**src/sv/gsp_pkg.sv**
```systemverilog
// ----------------------------------------------------------------------------
// gsp_pkg
// Shared types, codes and helpers for the ground snap probe.
// ----------------------------------------------------------------------------
package gsp_pkg;

    // Command codes
    localparam logic [1:0] CMD_CLEAR = 2'd0;
    localparam logic [1:0] CMD_LOAD  = 2'd1;
    localparam logic [1:0] CMD_QUERY = 2'd2;

    // Shape codes (the unused code behaves as a box)
    localparam logic [1:0] SHAPE_BOX     = 2'd0;
    localparam logic [1:0] SHAPE_SPHERE  = 2'd1;
    localparam logic [1:0] SHAPE_CAPSULE = 2'd2;

    // Result status codes
    localparam logic [1:0] ST_DONE  = 2'd0;
    localparam logic [1:0] ST_FULL  = 2'd1;
    localparam logic [1:0] ST_FOUND = 2'd2;
    localparam logic [1:0] ST_NONE  = 2'd3;

    // Register indexes on the configuration port
    localparam logic [1:0] REG_STEP_HEIGHT   = 2'd0;
    localparam logic [1:0] REG_SNAP_DISTANCE = 2'd1;
    localparam logic [1:0] REG_SKIN_WIDTH    = 2'd2;

    // Register reset values (Q16.16)
    localparam logic [30:0] RST_STEP_HEIGHT   = 31'd19661;
    localparam logic [30:0] RST_SNAP_DISTANCE = 31'd6554;
    localparam logic [30:0] RST_SKIN_WIDTH    = 31'd655;

    // Default table depth
    localparam int MAX_GROUNDS_DEF = 256;

    // Saturation bounds in the wide working format
    localparam logic signed [33:0] S34_MAX = 34'sd2147483647;
    localparam logic signed [33:0] S34_MIN = -34'sd2147483648;

    // One stored ground collider
    typedef struct packed {
        logic [15:0]        id;
        logic signed [31:0] top;
        logic signed [31:0] cx;
        logic signed [31:0] cz;
        logic [30:0]        hx;
        logic [30:0]        hz;
    } t_entry;

    // Body under query plus the gap window
    typedef struct packed {
        logic [15:0]        id;
        logic signed [31:0] bottom;
        logic signed [31:0] cx;
        logic signed [31:0] cz;
        logic [30:0]        hx;
        logic [30:0]        hz;
        logic [30:0]        step_height;
        logic [30:0]        snap_distance;
    } t_query;

    // Verdict of the compare unit for one entry
    typedef struct packed {
        logic               vld;
        logic               hit;
        logic signed [31:0] top;
        logic [15:0]        id;
    } t_hit;

    function automatic logic signed [33:0] sx34(input logic signed [31:0] v);
        return {{2{v[31]}}, v};
    endfunction

    function automatic logic signed [33:0] zx34(input logic [30:0] v);
        return {3'b000, v};
    endfunction

    function automatic logic signed [31:0] sat32(input logic signed [33:0] v);
        logic signed [31:0] r;
        if (v > S34_MAX) begin
            r = 32'sh7FFF_FFFF;
        end else if (v < S34_MIN) begin
            r = 32'sh8000_0000;
        end else begin
            r = v[31:0];
        end
        return r;
    endfunction

endpackage

```
**src/sv/gsp_eval.sv**
```systemverilog
// ----------------------------------------------------------------------------
// gsp_eval
// Compare unit: tests one stored ground against the queried body per cycle.
// ----------------------------------------------------------------------------
module gsp_eval (
    input  logic              i_clk,
    input  logic              i_rst_n,
    input  logic              i_vld,
    input  gsp_pkg::t_entry   i_entry,
    input  gsp_pkg::t_query   i_query,
    output gsp_pkg::t_hit     o_hit
);

    logic signed [33:0] dx;
    logic signed [33:0] dz;
    logic signed [33:0] adx;
    logic signed [33:0] adz;
    logic signed [33:0] sum_x;
    logic signed [33:0] sum_z;
    logic signed [33:0] gap;
    logic               ov_x;
    logic               ov_z;
    logic               in_win;
    logic               hit;
    logic               r_vld;
    logic               r_hit;
    logic signed [31:0] r_top;
    logic [15:0]        r_id;

    // Check XZ overlap and the vertical gap window, skipping the body's own id
    always_comb begin
        dx     = gsp_pkg::sx34(i_query.cx) - gsp_pkg::sx34(i_entry.cx);
        dz     = gsp_pkg::sx34(i_query.cz) - gsp_pkg::sx34(i_entry.cz);
        adx    = (dx < 0) ? -dx : dx;
        adz    = (dz < 0) ? -dz : dz;
        sum_x  = gsp_pkg::zx34(i_query.hx) + gsp_pkg::zx34(i_entry.hx);
        sum_z  = gsp_pkg::zx34(i_query.hz) + gsp_pkg::zx34(i_entry.hz);
        ov_x   = (adx <= sum_x);
        ov_z   = (adz <= sum_z);
        gap    = gsp_pkg::sx34(i_query.bottom) - gsp_pkg::sx34(i_entry.top);
        in_win = (gap >= -gsp_pkg::zx34(i_query.step_height)) &&
                 (gap <= gsp_pkg::zx34(i_query.snap_distance));
        hit    = (i_entry.id != i_query.id) && ov_x && ov_z && in_win;
    end

    // Register the verdict
    always_ff @(posedge i_clk) begin
        if (!i_rst_n) begin
            r_vld <= 1'b0;
        end else begin
            r_vld <= i_vld;
        end
    end

    always_ff @(posedge i_clk) begin
        r_hit <= hit;
        r_top <= i_entry.top;
        r_id  <= i_entry.id;
    end

    assign o_hit = '{vld: r_vld, hit: r_hit, top: r_top, id: r_id};

endmodule

```
**config.mk**
```make
export PLATFORM = sky130hd
export DESIGN_NAME = gsp_eval
export DESIGN_NICKNAME = d
export VERILOG_FILES = /design/src/sv/gsp_pkg.sv /design/src/sv/gsp_eval.sv
export SDC_FILE = /design/constraint.sdc
export NUM_CORES = 1
export LEC_CHECK = 0
export ABC_AREA = 1
export BUFFER_PORTS_ARGS = -buffer_cell sky130_fd_sc_hd__buf_2
export CAP_MARGIN = 20
export CORE_ASPECT_RATIO = 0.75
export CORE_MARGIN = 1
export CORE_UTILIZATION = 31
export CTS_CLUSTER_SIZE = 16
export DETAILED_ROUTE_END_ITERATION = 12
export PLACE_DENSITY = 0.63
export RECOVER_POWER = 25
export SLEW_MARGIN = 30
export SYNTH_ARGS = -nofsm -noshare
export SYNTH_HDL_FRONTEND = slang
export SYNTH_SLANG_ARGS = --single-unit
```
**constraint.sdc**
```tcl
create_clock -name i_clk -period 4.5 [get_ports i_clk]
set_clock_uncertainty 0.05 [all_clocks]
set_input_delay 0.9 -clock i_clk [delete_from_list [all_inputs] [get_ports i_clk]]
set_output_delay 0.9 -clock i_clk [all_outputs]
set_load 0.01 [all_outputs]
```
==> impl_metrics.toml <==
[route]
wl_um = 63000
vias = 20508
post_drt_wl_per_cell_um = 14.3
drtPass1Iterations = 5
drc_errors = 0
ant_nets = 0
vias_per_cell = 4.67
drt_iter0_drc = 1387

[synth]
synth_area_per_cell_um2 = 5.73
synth_cells = 2934
async_flop_share = 0
synthFlopType = "dfxtp_1"
synth_nets = 3642
synth_top_cell_area_share = 0.216
synth.most_common_cell = "nand2_1"
synth_warnings = 0
ys_seq_area_frac = 0.0595
ys_ff_latch = 50
synth.top_cells.by_count = "nand2_1 (875), inv_1 (519), ha_1 (290)"
synth_edf_count = 0
ys_top_cells_by_area = "ha_1 (22%), nand2_1 (20%), inv_1 (12%), a21oi_1 (6.6%), dfxtp_1 (6.0%)"
synth.largest_area_cell = "ha_1"
ys_types = 47
netlist_area_um2 = 16800

[sta]
rsz0062_at_grt = "yes"
fmax_mhz = 232
finalSetupTns_ns = 0
worst_slew_pin_slew_ns = 0.599
post-route-period-util = 0.956
fin_crit_ns = 4.30
slew_violations = 0
slew_headroom = 0.597
setup_viol_count_final = 0
finalHoldViolations = 0

[clock_network]
cts.sinks = 50
htreeDepth = 2
cts_tree = "done"
path_clk_slew_ns = 0.09
cts_max_path_buffers = 2
clockRootBuffer = "clkbuf_16"
cts-buffers-inserted = 5

[placement]
placed_cells = 4371
gp_congestion = 0.997
portBuffers = 462
hpwl_um = 57300

[global_routing]
antenna_found_initial = 16
gr-total-overflow = 0
grt_pass1_wl_um = 98000
grt_max_degree = 19
grt_pass1_vias = 18545
grt_use_total = 0.220

[die]
start_util = 0.316
die_w_um = 271
rows = 73
die_h_um = 204
core_area_um2 = 53200
die-area_um2 = 55200
io-pin-count = 463

[pwr]
total_leakage_power_nw = 13.0
ir_drop_v = 0.000154
p_per_area_nw_per_um2 = 216

[critical_path]
critical_path_required_ns = 4.71
cp_slowest_cell = "fa_2"
crit_family = "simple AND/OR/NAND/NOR gates"
critPathLaunchType = "input port"
arrival_ns = 4.51
max_stage_delay_ns = 0.38
crit_start = "i_query[156]"
path_buf_inv = 5
crit_type = "in -> reg"
crit_top_cell = "nand2_1"
cp_max_fo = 5
critPathCaptureType = "flip-flop"

[min_path]
hold_depth = 1
min_to = "r_top[12]$_DFF_P_"
worstHoldStart = "i_entry[138]"
hold_path.class = "in -> reg"

[finish]
post-route-util = 0.420
instances_no_fill = 4393
regArea_um2 = 1000
nNetsFinal = 4379
drive_gt1_frac = 0.227
multi_input_area_um2 = 13900
syn2layout_area_growth_pct = 32.9
fillerInstances = 5912

[outcome]
outcome = "complete, no violations"

[job]
maxCapViolations = 0
==> kinds of logic after synthesis <==
group,count (synthesis),share of synthesized area
AO/OA/AOI/OAI,400,0.131
flip-flops,50,0.0595
XOR/XNOR,177,0.0926
adder cells (fa/ha/maj),295,0.222
buffers and inverters,538,0.121
AND/OR/NAND/NOR,1474,0.374
==> routing by layer <==
layer | vias up | share of wire | track usage
met5 | - | 0.00095 | 0
met4 | 10 | 0.012 | 0.0311
met3 | 56 | 0.067 | 0.0323
met2 | 625 | 0.40 | 0.329
met1 | 8903 | 0.52 | 0.335
li1 | 10914 | - | -
==> state kept, by name (all words and copies together), names as in the netlist <==
name and flops:
r_hit 1, r_id 16, r_top 32, r_vld 1
==> cell type report <==
class,instances,area share
Multi-Input combinational cell,2346,0.623
Timing Repair Buffer,737,0.195
Inverter,531,0.0892
Sequential cell,50,0.0448
Tap cell,712,0.0399
Clock buffer,5,0.00560
Clock inverter,3,0.00129
Antenna cell,9,0.00101
==> through the flow <==
step | power (mW) | cell area, um^2 | setup WS, ns | hold slack [ns]
detailed placement | 4.30 | 22000 | -0.213 | 0.968
finish | 4.82 | 22300 | 0.196 | 0.657
CTS | 4.75 | 22200 | 0.106 | 0.647
floorplan | 2.87 | 16800 | 0.322 | 0.878
global route | 5.35 | 22300 | -0.136 | 0.646
global placement | 4.27 | 22000 | -0.218 | 0.969
==> power by group <==
group | internal [mW] | switching [mW] | total (mW)
registers | 0.468 | 0.00774 | 0.476
logic | 1.66 | 2.27 | 3.92
clock network | 0.213 | 0.209 | 0.422
total | 2.34 | 2.48 | 4.82
==> worst max path at each step <==
stage	endpoint	slack, ns	cells after the start
2_1_floorplan	r_hit$_DFF_P_	0.32	33
3_3_place_gp	r_hit$_DFF_P_	-0.22	36
3_5_place_dp	r_hit$_DFF_P_	-0.21	36
4_1_cts	r_hit$_DFF_P_	0.11	36
5_1_grt	r_hit$_DFF_P_	-0.14	33
6_report	r_hit$_DFF_P_	0.20	32
==> timing repair <==
| item | CTS | global route |
|---|---|---|
| gates resized for setup | 0 | 39 |
| endpoints found under the setup margin | 0 | 1 |
| buffers inserted | 0 | 5 |
| hold buffers | 0 | 0 |
==> layout by cell type (no fill, tap or decap), types with 18 or more instances in the layout <==
cell type	n
o21ai_0	90
nand2_1	871
nand2_2	23
ha_1	288
nand3b_1	23
xnor2_1	77
dfxtp_1	50
clkbuf_1	18
nand4_1	54
nor3_1	30
nor2_2	22
xor2_1	97
buf_2	444
a21oi_1	217
buf_4	275
nand3_1	149
nor2_1	247
inv_1	518
Power figures use the tool's default switching activity.
